<file path="config.mk">
export PLATFORM = sky130hd
export DESIGN_NAME = greedy_word_wrap_breaker_unit
export DESIGN_NICKNAME = d
export VERILOG_FILES = /design/src/sv/gwwb_pkg.sv /design/src/sv/gwwb_front.sv /design/src/sv/gwwb_queue.sv /design/src/sv/gwwb_back.sv /design/src/sv/greedy_word_wrap_breaker_unit.sv
export SDC_FILE = /design/constraint.sdc
export NUM_CORES = 1
export LEC_CHECK = 0
export ABC_CLOCK_PERIOD_IN_PS = 6900
export BUFFER_PORTS_ARGS = -buffer_cell sky130_fd_sc_hd__buf_2
export CORE_MARGIN = 2
export CORE_UTILIZATION = 40
export CTS_BUF_LIST = sky130_fd_sc_hd__clkbuf_4 sky130_fd_sc_hd__clkbuf_8 sky130_fd_sc_hd__clkbuf_16
export DETAILED_ROUTE_END_ITERATION = 8
export PLACE_DENSITY = 0.65
export REMOVE_ABC_BUFFERS = 1
export SYNTH_ARGS = -nofsm -noshare
export SYNTH_HDL_FRONTEND = slang
export SYNTH_SLANG_ARGS = --single-unit
export TNS_END_PERCENT = 5
</file>
<file path="constraint.sdc">
create_clock -name clk -period 6.9 [get_ports clk]
set_clock_uncertainty 0.1 [all_clocks]
set_input_delay 0.345 -clock clk [delete_from_list [all_inputs] [get_ports clk]]
set_output_delay 0.345 -clock clk [all_outputs]
set_load 0.01 [all_outputs]
</file>
<file path="src/sv/gwwb_pkg.sv">
// Shared constants and types of the greedy word-wrap breaker.
package gwwb_pkg;

  localparam int MAX_PARA_CHARS = 4096;
  localparam int IDX_W = $clog2(MAX_PARA_CHARS);
  localparam int PEN_W = 13;
  localparam int GLYPH_W = 10;
  localparam int WRAP_W = 12;
  localparam int STEP_W = 10;
  localparam int BRK_W = 13;
  localparam int CFG_DATA_W = 12;
  localparam int CFG_IDX_W = 1;
  localparam int CNT_W = $clog2(PEN_W + 1);
  localparam int Q_DEPTH = 2;
  localparam int Q_AW = $clog2(Q_DEPTH);

  localparam logic [PEN_W-1:0] PEN_MAX = {PEN_W{1'b1}};
  localparam logic [IDX_W-1:0] IDX_MAX = IDX_W'(MAX_PARA_CHARS - 1);

  localparam logic [CFG_IDX_W-1:0] REG_WRAP_WIDTH = 1'd0;
  localparam logic [CFG_IDX_W-1:0] REG_TAB_STEP = 1'd1;
  localparam logic [WRAP_W-1:0] WRAP_WIDTH_RESET = 12'd640;
  localparam logic [STEP_W-1:0] TAB_STEP_RESET = 10'd32;

  localparam logic [1:0] KIND_TEXT = 2'd0;
  localparam logic [1:0] KIND_SPACE = 2'd1;
  localparam logic [1:0] KIND_TAB = 2'd2;

  typedef struct packed {
    logic [GLYPH_W-1:0] glyph_width;
    logic [1:0] kind;
    logic para_start;
  } char_item_t;

endpackage

</file>
<file path="src/sv/gwwb_front.sv">
// Front end: takes input transfers and classifies each character for the queue.
module gwwb_front (
  input  logic [gwwb_pkg::GLYPH_W-1:0] glyph_width,
  input  logic is_tab,
  input  logic is_space,
  input  logic paragraph_start,
  input  logic push,
  output logic full,
  input  logic q_full,
  output logic q_push,
  output gwwb_pkg::char_item_t q_item
);

  logic [1:0] kind;

  always_comb begin
    if (is_tab) begin
      kind = gwwb_pkg::KIND_TAB;
    end else if (is_space) begin
      kind = gwwb_pkg::KIND_SPACE;
    end else begin
      kind = gwwb_pkg::KIND_TEXT;
    end
  end

  assign full = q_full;
  assign q_push = push & ~q_full;
  assign q_item.glyph_width = glyph_width;
  assign q_item.kind = kind;
  assign q_item.para_start = paragraph_start;

endmodule

</file>
<file path="src/sv/gwwb_queue.sv">
// Short queue of classified characters between the front end and the back end.
module gwwb_queue (
  input  logic clk,
  input  logic rst,
  input  logic wr_push,
  input  gwwb_pkg::char_item_t wr_item,
  output logic q_full,
  input  logic rd_pop,
  output logic rd_valid,
  output gwwb_pkg::char_item_t rd_item
);

  gwwb_pkg::char_item_t mem [gwwb_pkg::Q_DEPTH];
  logic [gwwb_pkg::Q_AW-1:0] wptr;
  logic [gwwb_pkg::Q_AW-1:0] rptr;
  logic [gwwb_pkg::Q_AW:0] count;
  logic do_push;
  logic do_pop;

  assign q_full = (count == (gwwb_pkg::Q_AW + 1)'(gwwb_pkg::Q_DEPTH));
  assign rd_valid = (count != '0);
  assign do_push = wr_push & ~q_full;
  assign do_pop = rd_pop & rd_valid;
  assign rd_item = mem[rptr];

  always_ff @(posedge clk) begin
    if (do_push) begin
      mem[wptr] <= wr_item;
    end
  end

  always_ff @(posedge clk) begin
    if (rst) begin
      wptr <= '0;
      rptr <= '0;
      count <= '0;
    end else begin
      if (do_push) begin
        wptr <= (wptr == gwwb_pkg::Q_AW'(gwwb_pkg::Q_DEPTH - 1)) ? '0 : wptr + 1'b1;
      end
      if (do_pop) begin
        rptr <= (rptr == gwwb_pkg::Q_AW'(gwwb_pkg::Q_DEPTH - 1)) ? '0 : rptr + 1'b1;
      end
      if (do_push && !do_pop) begin
        count <= count + 1'b1;
      end else if (!do_push && do_pop) begin
        count <= count - 1'b1;
      end
    end
  end

endmodule

</file>
<file path="src/sv/gwwb_back.sv">
// Back end: tab expansion by iterative remainder, pen tracking and break decisions.
module gwwb_back (
  input  logic clk,
  input  logic rst,
  input  logic [gwwb_pkg::WRAP_W-1:0] wrap_width,
  input  logic [gwwb_pkg::STEP_W-1:0] tab_step,
  input  logic q_valid,
  input  gwwb_pkg::char_item_t q_item,
  output logic q_pop,
  output logic [gwwb_pkg::GLYPH_W-1:0] cell_width,
  output logic break_valid,
  output logic [gwwb_pkg::BRK_W-1:0] break_index,
  output logic empty,
  input  logic pop
);

  localparam logic [1:0] ST_IDLE = 2'd0;
  localparam logic [1:0] ST_DIV = 2'd1;
  localparam logic [1:0] ST_FIN = 2'd2;

  logic [1:0] state;
  gwwb_pkg::char_item_t item;
  logic [gwwb_pkg::STEP_W-1:0] step;
  logic [gwwb_pkg::STEP_W-1:0] rem;
  logic [gwwb_pkg::PEN_W-1:0] dvd;
  logic [gwwb_pkg::CNT_W-1:0] cnt;

  logic [gwwb_pkg::PEN_W-1:0] pen_x;
  logic [gwwb_pkg::IDX_W-1:0] char_index;
  logic space_seen;
  logic [gwwb_pkg::IDX_W-1:0] space_index;
  logic [gwwb_pkg::PEN_W-1:0] space_end_x;

  logic out_valid;

  logic [gwwb_pkg::STEP_W:0] trial;
  logic [gwwb_pkg::STEP_W-1:0] rem_next;
  logic [gwwb_pkg::GLYPH_W-1:0] cw;
  logic [gwwb_pkg::PEN_W:0] sum;
  logic [gwwb_pkg::PEN_W-1:0] x_sat;
  logic is_blank;
  logic ss_new;
  logic [gwwb_pkg::IDX_W-1:0] si_new;
  logic [gwwb_pkg::PEN_W-1:0] se_new;
  logic wraps;
  logic [gwwb_pkg::PEN_W-1:0] pen_next;
  logic space_seen_next;
  logic [gwwb_pkg::BRK_W-1:0] brk_next;
  logic fin_fire;
  logic take;

  assign trial = {rem, dvd[gwwb_pkg::PEN_W-1]};
  assign rem_next = (trial >= {1'b0, step}) ? gwwb_pkg::STEP_W'(trial - {1'b0, step})
                                            : trial[gwwb_pkg::STEP_W-1:0];

  assign is_blank = (item.kind == gwwb_pkg::KIND_TAB) || (item.kind == gwwb_pkg::KIND_SPACE);

  always_comb begin
    if (item.kind == gwwb_pkg::KIND_TAB) begin
      cw = gwwb_pkg::GLYPH_W'(step - rem);
    end else begin
      cw = item.glyph_width;
    end
    sum = {1'b0, pen_x} + (gwwb_pkg::PEN_W + 1)'(cw);
    x_sat = sum[gwwb_pkg::PEN_W] ? gwwb_pkg::PEN_MAX : sum[gwwb_pkg::PEN_W-1:0];
    ss_new = is_blank | space_seen;
    si_new = is_blank ? char_index : space_index;
    se_new = is_blank ? x_sat : space_end_x;
    wraps = x_sat > gwwb_pkg::PEN_W'(wrap_width);
    pen_next = x_sat;
    space_seen_next = ss_new;
    brk_next = '0;
    if (wraps) begin
      if (ss_new) begin
        brk_next = gwwb_pkg::BRK_W'(si_new) + gwwb_pkg::BRK_W'(1);
        space_seen_next = 1'b0;
        pen_next = (se_new > x_sat) ? '0 : x_sat - se_new;
      end else begin
        brk_next = gwwb_pkg::BRK_W'(char_index);
        pen_next = gwwb_pkg::PEN_W'(cw);
      end
    end
  end

  assign take = (state == ST_IDLE) && q_valid;
  assign q_pop = take;
  assign fin_fire = (state == ST_FIN) && (!out_valid || pop);
  assign empty = ~out_valid;

  always_ff @(posedge clk) begin
    if (take) begin
      item <= q_item;
      step <= (tab_step == '0) ? gwwb_pkg::STEP_W'(1) : tab_step;
      dvd <= q_item.para_start ? '0 : pen_x;
    end else if (state == ST_DIV) begin
      dvd <= dvd << 1;
    end
    if (fin_fire) begin
      cell_width <= cw;
      break_valid <= wraps;
      break_index <= brk_next;
    end
  end

  always_ff @(posedge clk) begin
    if (rst) begin
      state <= ST_IDLE;
      rem <= '0;
      cnt <= '0;
      pen_x <= '0;
      char_index <= '0;
      space_seen <= 1'b0;
      space_index <= '0;
      space_end_x <= '0;
      out_valid <= 1'b0;
    end else begin
      if (fin_fire) begin
        out_valid <= 1'b1;
      end else if (pop) begin
        out_valid <= 1'b0;
      end
      case (state)
        ST_IDLE: begin
          if (take) begin
            rem <= '0;
            cnt <= '0;
            if (q_item.para_start) begin
              pen_x <= '0;
              char_index <= '0;
              space_seen <= 1'b0;
              space_index <= '0;
              space_end_x <= '0;
            end
            state <= (q_item.kind == gwwb_pkg::KIND_TAB) ? ST_DIV : ST_FIN;
          end
        end
        ST_DIV: begin
          rem <= rem_next;
          cnt <= cnt + 1'b1;
          if (cnt == gwwb_pkg::CNT_W'(gwwb_pkg::PEN_W - 1)) begin
            state <= ST_FIN;
          end
        end
        ST_FIN: begin
          if (fin_fire) begin
            pen_x <= pen_next;
            space_seen <= space_seen_next;
            space_index <= si_new;
            space_end_x <= se_new;
            if (char_index < gwwb_pkg::IDX_MAX) begin
              char_index <= char_index + 1'b1;
            end
            state <= ST_IDLE;
          end
        end
        default: begin
          state <= ST_IDLE;
        end
      endcase
    end
  end

  a_rem_below_step: assert property (@(posedge clk) disable iff (rst)
    (state == ST_DIV) |-> (rem < step))
    else $error("remainder not below tab step during division");

  a_div_count_bound: assert property (@(posedge clk) disable iff (rst)
    (state == ST_DIV) |-> (cnt < gwwb_pkg::CNT_W'(gwwb_pkg::PEN_W)))
    else $error("division step count out of range");

  a_fin_loads_result: assert property (@(posedge clk) disable iff (rst)
    fin_fire |=> (out_valid && state == ST_IDLE))
    else $error("finished character did not reach the result register");

  a_no_break_zero_index: assert property (@(posedge clk) disable iff (rst)
    (out_valid && !break_valid) |-> (break_index == '0))
    else $error("break index set without a break");

endmodule

</file>
<file path="src/sv/greedy_word_wrap_breaker_unit.sv">
// Greedy word-wrap breaker: one character in, its cell width and any line break out.
// Each pushed character produces exactly one result. A plain character or space goes
// from idle straight to the finish state; a tab first passes the division state, as
// the distance to the next tab stop needs the pen position modulo tab_step, worked
// out one quotient bit per cycle over the 13 bits of the pen. A two-entry queue behind
// the input side and a one-entry result register let pushes and pops proceed while a
// character is being worked on. The user must write wrap_width (index 0) and tab_step
// (index 1) through wr_en, wr_index and wr_data while the block is idle, unchecked.
module greedy_word_wrap_breaker_unit (
  input  logic clk,
  input  logic rst,
  input  logic wr_en,
  input  logic [gwwb_pkg::CFG_IDX_W-1:0] wr_index,
  input  logic [gwwb_pkg::CFG_DATA_W-1:0] wr_data,
  input  logic [gwwb_pkg::GLYPH_W-1:0] glyph_width,
  input  logic is_tab,
  input  logic is_space,
  input  logic paragraph_start,
  input  logic push,
  output logic full,
  output logic [gwwb_pkg::GLYPH_W-1:0] cell_width,
  output logic break_valid,
  output logic [gwwb_pkg::BRK_W-1:0] break_index,
  output logic empty,
  input  logic pop
);

  logic [gwwb_pkg::WRAP_W-1:0] wrap_width;
  logic [gwwb_pkg::STEP_W-1:0] tab_step;
  logic q_full;
  logic q_push;
  gwwb_pkg::char_item_t q_wr_item;
  logic q_pop;
  logic q_valid;
  gwwb_pkg::char_item_t q_rd_item;

  always_ff @(posedge clk) begin
    if (rst) begin
      wrap_width <= gwwb_pkg::WRAP_WIDTH_RESET;
      tab_step <= gwwb_pkg::TAB_STEP_RESET;
    end else if (wr_en) begin
      case (wr_index)
        gwwb_pkg::REG_WRAP_WIDTH: wrap_width <= wr_data[gwwb_pkg::WRAP_W-1:0];
        gwwb_pkg::REG_TAB_STEP: tab_step <= wr_data[gwwb_pkg::STEP_W-1:0];
        default: begin
        end
      endcase
    end
  end

  gwwb_front u_front (
    .glyph_width(glyph_width),
    .is_tab(is_tab),
    .is_space(is_space),
    .paragraph_start(paragraph_start),
    .push(push),
    .full(full),
    .q_full(q_full),
    .q_push(q_push),
    .q_item(q_wr_item)
  );

  gwwb_queue u_queue (
    .clk(clk),
    .rst(rst),
    .wr_push(q_push),
    .wr_item(q_wr_item),
    .q_full(q_full),
    .rd_pop(q_pop),
    .rd_valid(q_valid),
    .rd_item(q_rd_item)
  );

  gwwb_back u_back (
    .clk(clk),
    .rst(rst),
    .wrap_width(wrap_width),
    .tab_step(tab_step),
    .q_valid(q_valid),
    .q_item(q_rd_item),
    .q_pop(q_pop),
    .cell_width(cell_width),
    .break_valid(break_valid),
    .break_index(break_index),
    .empty(empty),
    .pop(pop)
  );

endmodule
</file>
==> results.cfg <==
[cts]
cts_buffer_depth = 2
insertion_delay_ps = 440
htreeDepth = 4
cts_made_buffers = 17
cts_tree = built
clockRootBuffer = clkbuf_16
cts_sinks = 180
path_clk_slew_ps = 80
cts_resized = 0

[timing]
finalSetupTns_ps = 0
timing.hold.ws_ps = 29.4
period_share_pct = 92.9
setup_violations = 0
max_freq_mhz = 156
period_minus_slack_ps = 6410
hold_violations = 0
worst_slew_pin_slew_ps = 1160
slew_headroom_pct = 22.3
maxSlewViolCount = 0
grt_setup_unrepaired = false

[critical_path]
critPathLaunch = u_back.step[0]$_SDFFCE_PN1P_
cp_num_buf_inv = 3
crit_top_cell = ha_1
r2r_start = u_back.step[0]$_SDFFCE_PN1P_
cp-start-kind = register
endpoint_kind = register
crit_fanout = 7
crit_required_ps = 7120
slowest_delay_ps = 560
critical-path-top-delay-family = compound AO/OA/AOI/OAI gates
crit_type = reg -> reg
arrival_ps = 6630
slowest_stage = or4_1

[routing]
dr.pass1.iters = 6
vias = 7916
via_per_inst = 5.43
drt_iter0_drc = 574
routedWlPerCell_um = 16.6
drc = 0
drt-total-wl_mm = 24.2
postRouteAntennaNets = 0

[final_layout]
diodes = 0
drive_above_1_share_pct = 13.4
nets = 1212
utilization_pct = 45.6
multi_input_area_mm2 = 0.00516
n_fill_cell = 2380
register_area_mm2 = 0.00445
syn2layout_area_growth_pct = 13.2

[floorplan]
die_area_mm2 = 0.0264
start_util_pct = 40.3
rows = 58
io_pins = 57
core_area_mm2 = 0.0250
die_width_um = 163
die_h_um = 163

[placed_design]
hpwl_mm = 17.7
gp_congestion = 0.882
io_buffer_count = 56

[synth]
yosysMostFrequentCell = nand2_1
seq_area_frac_synth_pct = 44.3
yosys_register_bits = 180
syn_inst = 1065
synth_top_flop_cell = dfxtp_1
yosysTopAreaCell = edfxtp_1
synthTopCellsByArea = edfxtp_1, dfxtp_1, ha_1, nand2_1, a21oi_1
synth_commonest_cells = nand2_1, dfxtp_1, edfxtp_1, nor2_1, a21oi_1
yosysTopAreaCellShare_pct = 25.4
synth_edf_count = 85
netlist_area_mm2 = 0.0101
ys_async_sr_fraction_pct = 0
yosys_warnings = 0
syn_area_per_cell_um2 = 9.45
yosys.cell_types.count = 65

[global_route]
grt_use_total_pct = 19.0
antenna_found_initial = 0
first_global_vias = 7575
overflow = 0
grt_max_degree = 71
grt_pass1_wl_mm = 39.7

[flow_run]
drv_cap = 0

[worst_hold_path]
min-delay-start = wr_data[9]
hold_path.class = in -> reg

[outcome]
status = finished, final reports clean
[worst reg2reg max path: stages (launching register included)]
cell	delay [ps]
edfxtp_1	350
inv_1	50
ha_1	210
fa_1	410
nor2b_1	110
o21ai_0	110
a21boi_0	340
nor3_1	90
or4_1	560
ha_1	410
a2111oi_4	330
o21ai_2	130
a221o_1	380
nand2_1	110
nand2b_1	180
mux2i_1	310
ha_1	280
nor2b_1	150
o31a_1	270
o41ai_1	250
buf_4	180
o21a_1	130
a211oi_1	130
buf_4	210
a221o_1	300
a32o_1	240
[final timing paths]
path | to | slack (ps) | cells past startpoint
min reg2reg | wrap_width[10]$_SDFFE_PP0P_ | 360 | 2
max reg2reg | u_back.pen_x[5]$_SDFFE_PP0P_ | 490 | 25
max | u_back.pen_x[5]$_SDFFE_PP0P_ | 490 | 25
min | wrap_width[9]$_SDFFE_PP1P_ | 30 | 2
[repair_timing]
item / 4_1_cts / 5_1_grt
hold buffers: 10 / 1
endpoints found under the hold margin: 20 / 2
setup endpoints to repair: 0 / 0
setup buffers: 0 / 0
[flip-flops by register name, summed over array words and instances (netlist names), 2 cells and up, named ones only]
register,flops
u_back.state,2
u_back.char_index,12
u_back.pen_x,13
u_back.space_index,12
u_back.cnt,4
u_back.rem,10
u_back.dvd,13
u_back.break_index,13
u_back.cell_width,10
u_back.item,12
tab_step,10
u_back.step,10
u_queue.count,2
u_queue.mem,26
u_back.space_end_x,13
wrap_width,12
[cell usage in the layout (no fill, tap or decap), types with 14 or more instances in the layout]
cell / n
ha_1: 61
inv_1: 58
a22oi_1: 16
nor3_1: 14
xnor2_1: 20
nand3_1: 21
mux2i_1: 32
xor2_1: 22
buf_4: 19
clkbuf_16: 17
o21ai_0: 61
nor2_1: 84
mux2_2: 22
dfxtp_1: 95
buf_2: 56
a21oi_1: 78
edfxtp_1: 85
nand2_1: 121
nor2b_1: 19
[cells by family (layout without fill, tap and decap cells)]
group | after synthesis | in the layout | synth area share [%]
AOI/OAI and AO/OA | 284 | 284 | 18.8
xor gates and xnor gates | 42 | 42 | 3.66
adders and majority gates | 65 | 65 | 8.38
buffers and inverters | 115 | 179 | 4.41
DFF | 180 | 180 | 44.3
muxes | 54 | 54 | 5.64
and+or+nand+nor | 325 | 325 | 14.9
[layout make-up]
| cell class | count | share of cell area (%) |
|---|---|---|
| Inverter | 61 | 2.01 |
| Sequential cell | 180 | 39.1 |
| Clock inverter | 15 | 1.53 |
| Multi-Input combinational cell | 770 | 45.3 |
| Tap cell | 330 | 3.62 |
| Clock buffer | 17 | 3.73 |
| Timing Repair Buffer | 86 | 4.68 |
[per-stage QoR]
step / cell area (um2) / instances / setup slack [ps]
after CTS: 11400 / 1458 / 522
after detailed placement: 10700 / 1416 / 572
after floorplan: 9850 / 1011 / 1020
after global routing: 11400 / 1459 / 25.6
after global placement: 10700 / 1416 / 730
final: 11400 / 1459 / 489
[routing by layer]
metal | wire, um | global-route usage, % | vias up
met3 | 879 | 2.75 | 40
met5 | 0 | 0 | -
li1 | - | - | 3959
met1 | 11800 | 26.6 | 3720
met4 | 592 | 6.60 | 0
met2 | 11000 | 30.0 | 197
Power is not shown: default switching activity piles up to over one toggle a cycle in this logic, so the estimate is an artifact.
